==> src/rtl/tdq_pkg.sv <==
// Package for the tail-drop queue with delay statistics.
// Holds field widths, reset values, register indexes and the state and status codes.
// No dependencies.
package tdq_pkg;

  localparam int DEF_QUEUE_DEPTH = 64;
  localparam int DEF_NUM_SOURCES = 16;
  localparam int DEF_TIME_BITS   = 32;

  localparam int CAP_W   = 7;
  localparam int COUNT_W = 32;
  localparam int SUM_W   = 48;
  localparam int APB_AW  = 3;
  localparam int APB_DW  = 32;

  localparam logic [CAP_W-1:0]   CAP_RESET = 7'd50;
  localparam logic [COUNT_W-1:0] COUNT_MAX = '1;
  localparam logic [SUM_W-1:0]   SUM_MAX   = '1;

  localparam logic REG_CAPACITY = 1'b0;

  typedef enum logic [1:0] {
    ST_IDLE = 2'b01,
    ST_EXEC = 2'b10
  } state_t;

  typedef enum logic [2:0] {
    EV_SERVED      = 3'd0,
    EV_QUEUED      = 3'd1,
    EV_DROPPED     = 3'd2,
    EV_DEPART_NEXT = 3'd3,
    EV_DEPART_IDLE = 3'd4,
    EV_IGNORED     = 3'd5
  } status_t;

  typedef enum logic {
    REQ_ARRIVAL   = 1'b0,
    REQ_DEPARTURE = 1'b1
  } req_t;

endpackage

==> src/rtl/tdq_ram.sv <==
// Generic single-port-write, single-port-read RAM with a registered read.
// Used for the packet slots of the queue. No dependencies.
module tdq_ram #(
  parameter int WIDTH = 36,
  parameter int DEPTH = 64
) (
  input  logic                     clk,
  input  logic                     we,
  input  logic [$clog2(DEPTH)-1:0] waddr,
  input  logic [WIDTH-1:0]         wdata,
  input  logic [$clog2(DEPTH)-1:0] raddr,
  output logic [WIDTH-1:0]         rdata
);

  logic [WIDTH-1:0] mem [DEPTH];

  always_ff @(posedge clk) begin
    if (we) begin
      mem[waddr] <= wdata;
    end
    rdata <= mem[raddr];
  end

endmodule

==> src/rtl/tail_drop_queue_with_delay_stats.sv <==
// An input item is registered when accepted; the event is applied in the execute state once
// the output register is free, and its result is registered with m_tvalid.
// A new item is accepted only once the last one is applied; each event waits in the execute
// state for the registered read of the head slot of the packet memory before it is applied.
// Reset is synchronous: counters, sums, ring pointers and the server clear, and the
// capacity register returns to 50. The slot memory is not cleared.
module tail_drop_queue_with_delay_stats import tdq_pkg::*; #(
  parameter int QUEUE_DEPTH = DEF_QUEUE_DEPTH,
  parameter int NUM_SOURCES = DEF_NUM_SOURCES,
  parameter int TIME_BITS   = DEF_TIME_BITS,
  localparam int IDX_W  = $clog2(QUEUE_DEPTH),
  localparam int CNT_W  = $clog2(QUEUE_DEPTH + 1),
  localparam int SRC_W  = (NUM_SOURCES > 1) ? $clog2(NUM_SOURCES) : 1,
  localparam int IN_W   = ((TIME_BITS + SRC_W + 7) / 8) * 8,
  localparam int OUT_RAW_W = 2 * CNT_W + SRC_W + 2 * TIME_BITS + 3 * COUNT_W + 2 * SUM_W,
  localparam int OUT_W  = ((OUT_RAW_W + 7) / 8) * 8
) (
  input  logic              clk,
  input  logic              rst,
  input  logic              s_tvalid,
  output logic              s_tready,
  // event_time, packet_source
  input  logic [IN_W-1:0]   s_tdata,
  // req_type
  input  logic              s_tuser,
  output logic              m_tvalid,
  input  logic              m_tready,
  // queue_count, served_source, end_to_end_delay, wait_delay, generated_total,
  // delivered_total, dropped_total, peak_queue, wait_delay_sum, end_to_end_sum
  output logic [OUT_W-1:0]  m_tdata,
  // event_status
  output logic [2:0]        m_tuser,
  input  logic              psel,
  input  logic              penable,
  input  logic              pwrite,
  input  logic [APB_AW-1:0] paddr,
  input  logic [APB_DW-1:0] pwdata,
  output logic [APB_DW-1:0] prdata,
  output logic              pready
);

  localparam int SLOT_W = TIME_BITS + SRC_W;
  localparam int LIM_W  = (CNT_W > CAP_W) ? CNT_W : CAP_W;
  localparam int SUMX_W = ((TIME_BITS > SUM_W) ? TIME_BITS : SUM_W) + 1;

  function automatic logic [COUNT_W-1:0] sat_inc(input logic [COUNT_W-1:0] v);
    return (v == COUNT_MAX) ? v : v + COUNT_W'(1);
  endfunction

  function automatic logic [SUM_W-1:0] sat_add(input logic [SUM_W-1:0] s,
                                                input logic [TIME_BITS-1:0] d);
    logic [SUMX_W-1:0] total;
    total = SUMX_W'(s) + SUMX_W'(d);
    return (total > SUMX_W'(SUM_MAX)) ? SUM_MAX : total[SUM_W-1:0];
  endfunction

  function automatic logic [IDX_W-1:0] ring_next(input logic [IDX_W-1:0] i);
    return (i == IDX_W'(QUEUE_DEPTH - 1)) ? '0 : i + IDX_W'(1);
  endfunction

  state_t state;
  logic [CAP_W-1:0] capacity;

  logic                 req;
  logic [TIME_BITS-1:0] ev_time;
  logic [SRC_W-1:0]     ev_src;
  logic [TIME_BITS-1:0] e2e_pre;

  logic [IDX_W-1:0]     head_index, tail_index;
  logic [CNT_W-1:0]     occupancy, peak_occupancy;
  logic                 in_service;
  logic [TIME_BITS-1:0] serving_arrival;
  logic [SRC_W-1:0]     serving_source;
  logic [COUNT_W-1:0]   arrivals_count, departures_count, drops_count;
  logic [SUM_W-1:0]     wait_sum, transit_sum;

  logic [IDX_W-1:0]     head_index_next, tail_index_next;
  logic [CNT_W-1:0]     occupancy_next, peak_occupancy_next;
  logic                 in_service_next;
  logic [TIME_BITS-1:0] serving_arrival_next;
  logic [SRC_W-1:0]     serving_source_next;
  logic [COUNT_W-1:0]   arrivals_count_next, departures_count_next, drops_count_next;
  logic [SUM_W-1:0]     wait_sum_next, transit_sum_next;
  status_t              status_next;
  logic [TIME_BITS-1:0] e2e_next, wait_next;
  logic                 slot_we;

  logic [SLOT_W-1:0]    slot_rdata;
  logic [TIME_BITS-1:0] head_time;
  logic [SRC_W-1:0]     head_src;
  logic [LIM_W-1:0]     limit;
  logic                 fire;
  logic                 cfg_write;

  status_t              out_status;
  logic [CNT_W-1:0]     out_count, out_peak;
  logic [SRC_W-1:0]     out_src;
  logic [TIME_BITS-1:0] out_e2e, out_wait;
  logic [COUNT_W-1:0]   out_gen, out_del, out_drop;
  logic [SUM_W-1:0]     out_wsum, out_esum;

  assign pready    = 1'b1;
  assign cfg_write = psel && penable && pwrite && pready && (paddr[2] == REG_CAPACITY);
  assign prdata    = (paddr[2] == REG_CAPACITY) ? APB_DW'(capacity) : '0;

  assign s_tready = (state == ST_IDLE);
  assign fire     = (state == ST_EXEC) && (!m_tvalid || m_tready);

  assign limit = (LIM_W'(capacity) > LIM_W'(QUEUE_DEPTH)) ? LIM_W'(QUEUE_DEPTH)
                                                          : LIM_W'(capacity);
  assign head_time = slot_rdata[TIME_BITS-1:0];
  assign head_src  = slot_rdata[TIME_BITS +: SRC_W];

  tdq_ram #(
    .WIDTH(SLOT_W),
    .DEPTH(QUEUE_DEPTH)
  ) u_slots (
    .clk  (clk),
    .we   (slot_we),
    .waddr(tail_index),
    .wdata({ev_src, ev_time}),
    .raddr(head_index),
    .rdata(slot_rdata)
  );

  always_comb begin
    head_index_next       = head_index;
    tail_index_next       = tail_index;
    occupancy_next        = occupancy;
    peak_occupancy_next   = peak_occupancy;
    in_service_next       = in_service;
    serving_arrival_next  = serving_arrival;
    serving_source_next   = serving_source;
    arrivals_count_next   = arrivals_count;
    departures_count_next = departures_count;
    drops_count_next      = drops_count;
    wait_sum_next         = wait_sum;
    transit_sum_next      = transit_sum;
    e2e_next              = '0;
    wait_next             = '0;
    slot_we               = 1'b0;
    status_next           = EV_IGNORED;
    if (req == REQ_ARRIVAL) begin
      arrivals_count_next = sat_inc(arrivals_count);
      if (!in_service) begin
        in_service_next      = 1'b1;
        serving_arrival_next = ev_time;
        serving_source_next  = ev_src;
        status_next          = EV_SERVED;
      end else if (LIM_W'(occupancy) < limit) begin
        slot_we         = fire;
        tail_index_next = ring_next(tail_index);
        occupancy_next  = occupancy + CNT_W'(1);
        if (occupancy_next > peak_occupancy) begin
          peak_occupancy_next = occupancy_next;
        end
        status_next = EV_QUEUED;
      end else begin
        drops_count_next = sat_inc(drops_count);
        status_next      = EV_DROPPED;
      end
    end else if (in_service) begin
      departures_count_next = sat_inc(departures_count);
      e2e_next              = e2e_pre;
      transit_sum_next      = sat_add(transit_sum, e2e_pre);
      if (occupancy != '0) begin
        serving_arrival_next = head_time;
        serving_source_next  = head_src;
        head_index_next      = ring_next(head_index);
        occupancy_next       = occupancy - CNT_W'(1);
        wait_next            = ev_time - head_time;
        wait_sum_next        = sat_add(wait_sum, wait_next);
        status_next          = EV_DEPART_NEXT;
      end else begin
        in_service_next      = 1'b0;
        serving_arrival_next = '0;
        serving_source_next  = '0;
        status_next          = EV_DEPART_IDLE;
      end
    end
  end

  always_ff @(posedge clk) begin
    if (rst) begin
      state            <= ST_IDLE;
      capacity         <= CAP_RESET;
      m_tvalid         <= 1'b0;
      head_index       <= '0;
      tail_index       <= '0;
      occupancy        <= '0;
      peak_occupancy   <= '0;
      in_service       <= 1'b0;
      serving_arrival  <= '0;
      serving_source   <= '0;
      arrivals_count   <= '0;
      departures_count <= '0;
      drops_count      <= '0;
      wait_sum         <= '0;
      transit_sum      <= '0;
    end else begin
      if (cfg_write) begin
        capacity <= pwdata[CAP_W-1:0];
      end
      if (fire) begin
        m_tvalid <= 1'b1;
      end else if (m_tvalid && m_tready) begin
        m_tvalid <= 1'b0;
      end
      unique case (state)
        ST_IDLE: begin
          if (s_tvalid) begin
            state <= ST_EXEC;
          end
        end
        ST_EXEC: begin
          if (fire) begin
            state            <= ST_IDLE;
            head_index       <= head_index_next;
            tail_index       <= tail_index_next;
            occupancy        <= occupancy_next;
            peak_occupancy   <= peak_occupancy_next;
            in_service       <= in_service_next;
            serving_arrival  <= serving_arrival_next;
            serving_source   <= serving_source_next;
            arrivals_count   <= arrivals_count_next;
            departures_count <= departures_count_next;
            drops_count      <= drops_count_next;
            wait_sum         <= wait_sum_next;
            transit_sum      <= transit_sum_next;
          end
        end
        default: begin
          state <= ST_IDLE;
        end
      endcase
    end
  end

  always_ff @(posedge clk) begin
    if (s_tvalid && s_tready) begin
      req     <= s_tuser;
      ev_time <= s_tdata[TIME_BITS-1:0];
      ev_src  <= s_tdata[TIME_BITS +: SRC_W];
      e2e_pre <= s_tdata[TIME_BITS-1:0] - serving_arrival;
    end
    if (fire) begin
      out_status <= status_next;
      out_count  <= occupancy_next;
      out_src    <= in_service_next ? serving_source_next : '0;
      out_e2e    <= e2e_next;
      out_wait   <= wait_next;
      out_gen    <= arrivals_count_next;
      out_del    <= departures_count_next;
      out_drop   <= drops_count_next;
      out_peak   <= peak_occupancy_next;
      out_wsum   <= wait_sum_next;
      out_esum   <= transit_sum_next;
    end
  end

  assign m_tuser = out_status;
  assign m_tdata = OUT_W'({out_esum, out_wsum, out_peak, out_drop, out_del, out_gen,
                           out_wait, out_e2e, out_src, out_count});

endmodule
==> config.mk <==
export PLATFORM = sky130hd
export DESIGN_NAME = tail_drop_queue_with_delay_stats
export DESIGN_NICKNAME = d
export VERILOG_FILES = /design/src/rtl/tdq_pkg.sv /design/src/rtl/tdq_ram.sv /design/src/rtl/tail_drop_queue_with_delay_stats.sv
export SDC_FILE = /design/constraint.sdc
export NUM_CORES = 2
export LEC_CHECK = 0
export ABC_CLOCK_PERIOD_IN_PS = 17100
export BUFFER_PORTS_ARGS = -buffer_cell sky130_fd_sc_hd__buf_2
export CAP_MARGIN = 20
export CORE_MARGIN = 1.5
export CORE_UTILIZATION = 60
export CTS_CLUSTER_SIZE = 10
export DETAILED_ROUTE_END_ITERATION = 7
export GPL_TIMING_DRIVEN = 0
export PLACE_DENSITY = 0.84
export SLEW_MARGIN = 20
export SYNTH_ARGS = -nofsm -noshare
export SYNTH_HDL_FRONTEND = slang
export SYNTH_SLANG_ARGS = --single-unit
==> constraint.sdc <==
create_clock -name clk -period 17.1 [get_ports clk]
set_input_delay 3.42 -clock clk [delete_from_list [all_inputs] [get_ports clk]]
set_output_delay 3.42 -clock clk [all_outputs]
set_load 0.02 [all_outputs]
==> PnR_summary.wiki <==
{| class="wikitable"
! Metric !! Value
|-
| Synth Register Bits || 2951
|-
| Total setup buffers inserted after CTS || 0
|-
| Detailed-router iteration count before antenna repair || 8
|-
| Fraction of synthesis flops using an asynchronous set or reset pin || 0%
|-
| Most instantiated library cell after synthesis || edfxtp_1
|-
| Share of the synthesized area in compound gates (AO/OA/AOI/OAI) || 4.37%
|-
| Drt via density || 7.31
|-
| Initial antenna violation count || 62
|-
| Achievable frequency || 0.132 GHz
|-
| Placed wire-length estimate after detailed placement || 256000 microns
|-
| Cell accounting for the most synthesized area || edfxtp_1
|-
| Number of nets in the layout || 7825
|-
| Adder-cell share of the synthesized area || 1.63%
|-
| Number of warnings printed during yosys synthesis || 0
|-
| Total global-route track usage || 40.2%
|-
| Post-synthesis sequential area ratio || 71.1%
|-
| Synth top area cells || edfxtp_1, mux4_2, dfxtp_1, ha_1, nor2_1
|-
| Initial standard-cell utilization of the core || 60.3%
|-
| Summed area of non-filler cells in the final layout || 0.140 sq mm
|-
| Clock insertion delay at the later pin of the skew report || 1.00 ns
|-
| Relative slew slack || 14.1%
|-
| Filler Cells Inserted || 11300
|-
| Hold depth || 2
|-
| Vertical extent of the die || 451 microns
|-
| Max Clock Skew || 0.0935 ns
|-
| Mux contribution to synthesized area || 14.3%
|-
| Yosys top cell area share || 66.1%
|-
| Worst hold slack after final layout || 0.468 ns
|-
| Number of DRC violations after detailed routing || 278
|-
| Violations in the final reports || design-rule violations
|-
| Setup CP Type || in2out
|-
| Outcome || complete, but fails checks
|-
| Reg clk slew, reported paths || 0.06 ns
|-
| Predominant post-synthesis flop cell || edfxtp_1
|-
| Synth unique cells || 100
|-
| Post-detailed-routing wire length || 408000 microns
|-
| Area growth syn-to-layout || 16.2%
|-
| Total Neg Setup Slack || 0 ns
|-
| Main combinational cell family by area after synthesis || multiplexers
|-
| TritonCTS clock tree || done
|-
| 1st-iter DRT viols || 13500
|-
| Area of the mapped netlist || 0.120 sq mm
|-
| Max-slew violation count || 0
|-
| Global-route wire length before repair || 567000 microns
|-
| Fraction of final layout cells sized beyond drive strength 1 || 25.2%
|-
| Number of placement rows || 164
|-
| Kind of end point of the critical path || output port
|-
| Power density over the cells || 108 mW/mm^2
|-
| Hold bufs inserted after CTS || 0
|-
| Data required time at the worst endpoint || 13.68 ns
|-
| Clock period minus worst slack || 7.56 ns
|-
| Arrival @ worst endpoint || 4.14 ns
|-
| Overflow left after global routing || 0
|-
| Routed via count || 76100
|-
| Final Instance Count excl. Fillers || 10400
|-
| Full die area || 0.203 sq mm
|-
| Max-Cap Viols || 0
|-
| H-tree depth || 5
|-
| Gate count after technology mapping || 6637
|-
| Number of flops mapped to enable cells by yosys || 2650
|-
| Slew @ Worst Pin || 1.29 ns
|-
| Xor/xnor share of the synthesized area || 2.16%
|-
| Mapped Avg Cell Area || 18.1 sq um
|-
| Startpoint Class || primary input
|-
| Largest net degree at the start of global routing || 63
|-
| Number of nets with antenna violations after detailed routing || 0
|-
| Period Utilization, post-route || 44.2%
|-
| Post-DR wirelength/cell || 39.2 microns
|-
| Setup violations, final || 0
|-
| Standard cell core area || 0.199 sq mm
|-
| I/O pin cnt || 401
|-
| Global placement routability congestion || 0.947
|-
| IO buf count || 337
|-
| Unrepaired setup endpoints after global routing || no
|-
| Area post-placement || 0.130 sq mm
|-
| Via count of the first global-routing pass || 73300
|-
| Depth of the worst register-to-register path || 24
|-
| Critical path fanouts, max || 8
|-
| Static power due to leakage || 45.5 nW
|-
| Tightest Hold Check Type || reg2reg
|-
| Footprint of the flip-flops and latches || 0.0856 sq mm
|-
| Number of instances resized during post-cts repair || 0
|-
| Number of sinks driven by the clock tree || 2951
|-
| CTS buffer count || 350
|-
| Worst vdd ir || 116 uV
|-
| Clk Tree Root Cell || clkbuf_16
|-
| Clock Path Buffers || 4
|-
| Multi-input logic area || 0.0332 sq mm
|-
| Basic-gate share of the synthesized area counting and, or, nand and nor cells || 4.66%
|-
| Final Hold Vio Count || 0
|-
| Placed Cells incl. Taps || 9884
|-
| Ranking of synthesized cells by instance count || edfxtp_1, mux4_2, nor2_1
|-
| Overall die width || 451 microns
|}
routing by layer:
| metal | part of all wire (%) | routed length (microns) | vias to the layer above | track usage, % |
|---|---|---|---|---|
| met1 | 31 | 127000 | 37400 | 48.6 |
| li1 | - | - | 28400 | - |
| met5 | 0.10 | 427 | - | 0.237 |
| met3 | 14 | 57700 | 2103 | 13.5 |
| met4 | 9.7 | 39400 | 52 | 30.3 |
| met2 | 45 | 183000 | 8155 | 60.1 |
where the power goes:
part / total, W / switching (W) / internal (W)
registers: 0.00793 / 0.0000492 / 0.00788
clock network: 0.00665 / 0.00287 / 0.00378
logic: 0.000464 / 0.000326 / 0.000138
total: 0.0150 / 0.00325 / 0.0118
layout make-up:
cell class,instances,share of cell area [%]
flip-flops and latches,2951,61.2
clock buffers,478,6.74
clock inverters,16,0.0797
well taps,2656,2.38
plain buffers,361,1.16
repair buffers,569,4.20
multi-input cells,3216,23.8
diodes,31,0.0555
inverters,139,0.373
placed cells by master, fill, tap and decap left out, drive strengths merged, types with 14 or more instances in the layout:
| master | instances |
|---|---|
| edfxtp | 2650 |
| mux4 | 756 |
| clkbuf | 743 |
| buf | 665 |
| nor2 | 410 |
| dfxtp | 301 |
| a21oi | 235 |
| nand2 | 232 |
| xnor2 | 165 |
| o21ai | 159 |
| ha | 150 |
| inv | 143 |
| xor2 | 132 |
| nand3 | 99 |
| and2 | 90 |
| nor3 | 80 |
| a21o | 64 |
| a211oi | 56 |
| and3 | 53 |
| nand4 | 48 |
| a22oi | 36 |
| nor2b | 34 |
| or3 | 33 |
| conb | 32 |
| a31oi | 32 |
| diode | 31 |
| o211ai | 25 |
| o22a | 25 |
| o21a | 24 |
| o31ai | 21 |
| o221a | 17 |
| o21bai | 15 |
| mux2i | 15 |
| nand2b | 15 |
| nor4 | 15 |
| and4 | 14 |
flip-flops by register name (all words and copies together), names as in the netlist, 7 cells and up:
register          cells
capacity              7
out_wait             32
drops_count          32
peak_occupancy        7
out_drop             32
arrivals_count       32
occupancy             7
out_del              32
departures_count     32
out_wsum             48
out_count             7
out_e2e              32
out_gen              32
serving_arrival      32
u_slots.mem        2304
ev_time              32
out_esum             48
out_peak              7
transit_sum          48
e2e_pre              32
u_slots.rdata        36
wait_sum             48
worst max-delay path, stage by stage:
cell	delay [ns]
buf_2	0.17
nor2_1	0.30
buf_2	0.24
metrics by stage:
stage	util, %	setup slack [ns]	total power (W)
after floorplan	-	4.30	0.00828
after global placement	62.9	0.334	0.00845
after detailed placement	65.2	9.01	0.00851
after CTS	70.0	9.47	0.0150
after global routing	70.1	9.53	0.0153
final	70.1	9.54	0.0150
cell families after synthesis:
kind of cell,Yosys count
AO/OA/AOI/OAI,798
XOR/XNOR,297
adder cells (fa/ha/maj),154
buffers and inverters,500
flip-flops,2951
multiplexers,775
other,2
AND/OR/NAND/NOR,1160
worst paths after layout:
check / startpoint / to / slack (ns)
setup / recovery: paddr[2] / prdata[6] / 9.54
hold / removal: serving_source[3]$_SDFFE_PP0P_ / serving_source[3]$_SDFFE_PP0P_ / 0.47
setup reg to reg: ev_time[0]$_DFFE_PP_ / out_wsum[41]$_DFFE_PP_ / 9.83
hold reg to reg: serving_source[3]$_SDFFE_PP0P_ / serving_source[3]$_SDFFE_PP0P_ / 0.47
No activity file was read; power rests on OpenSTA's default activity.
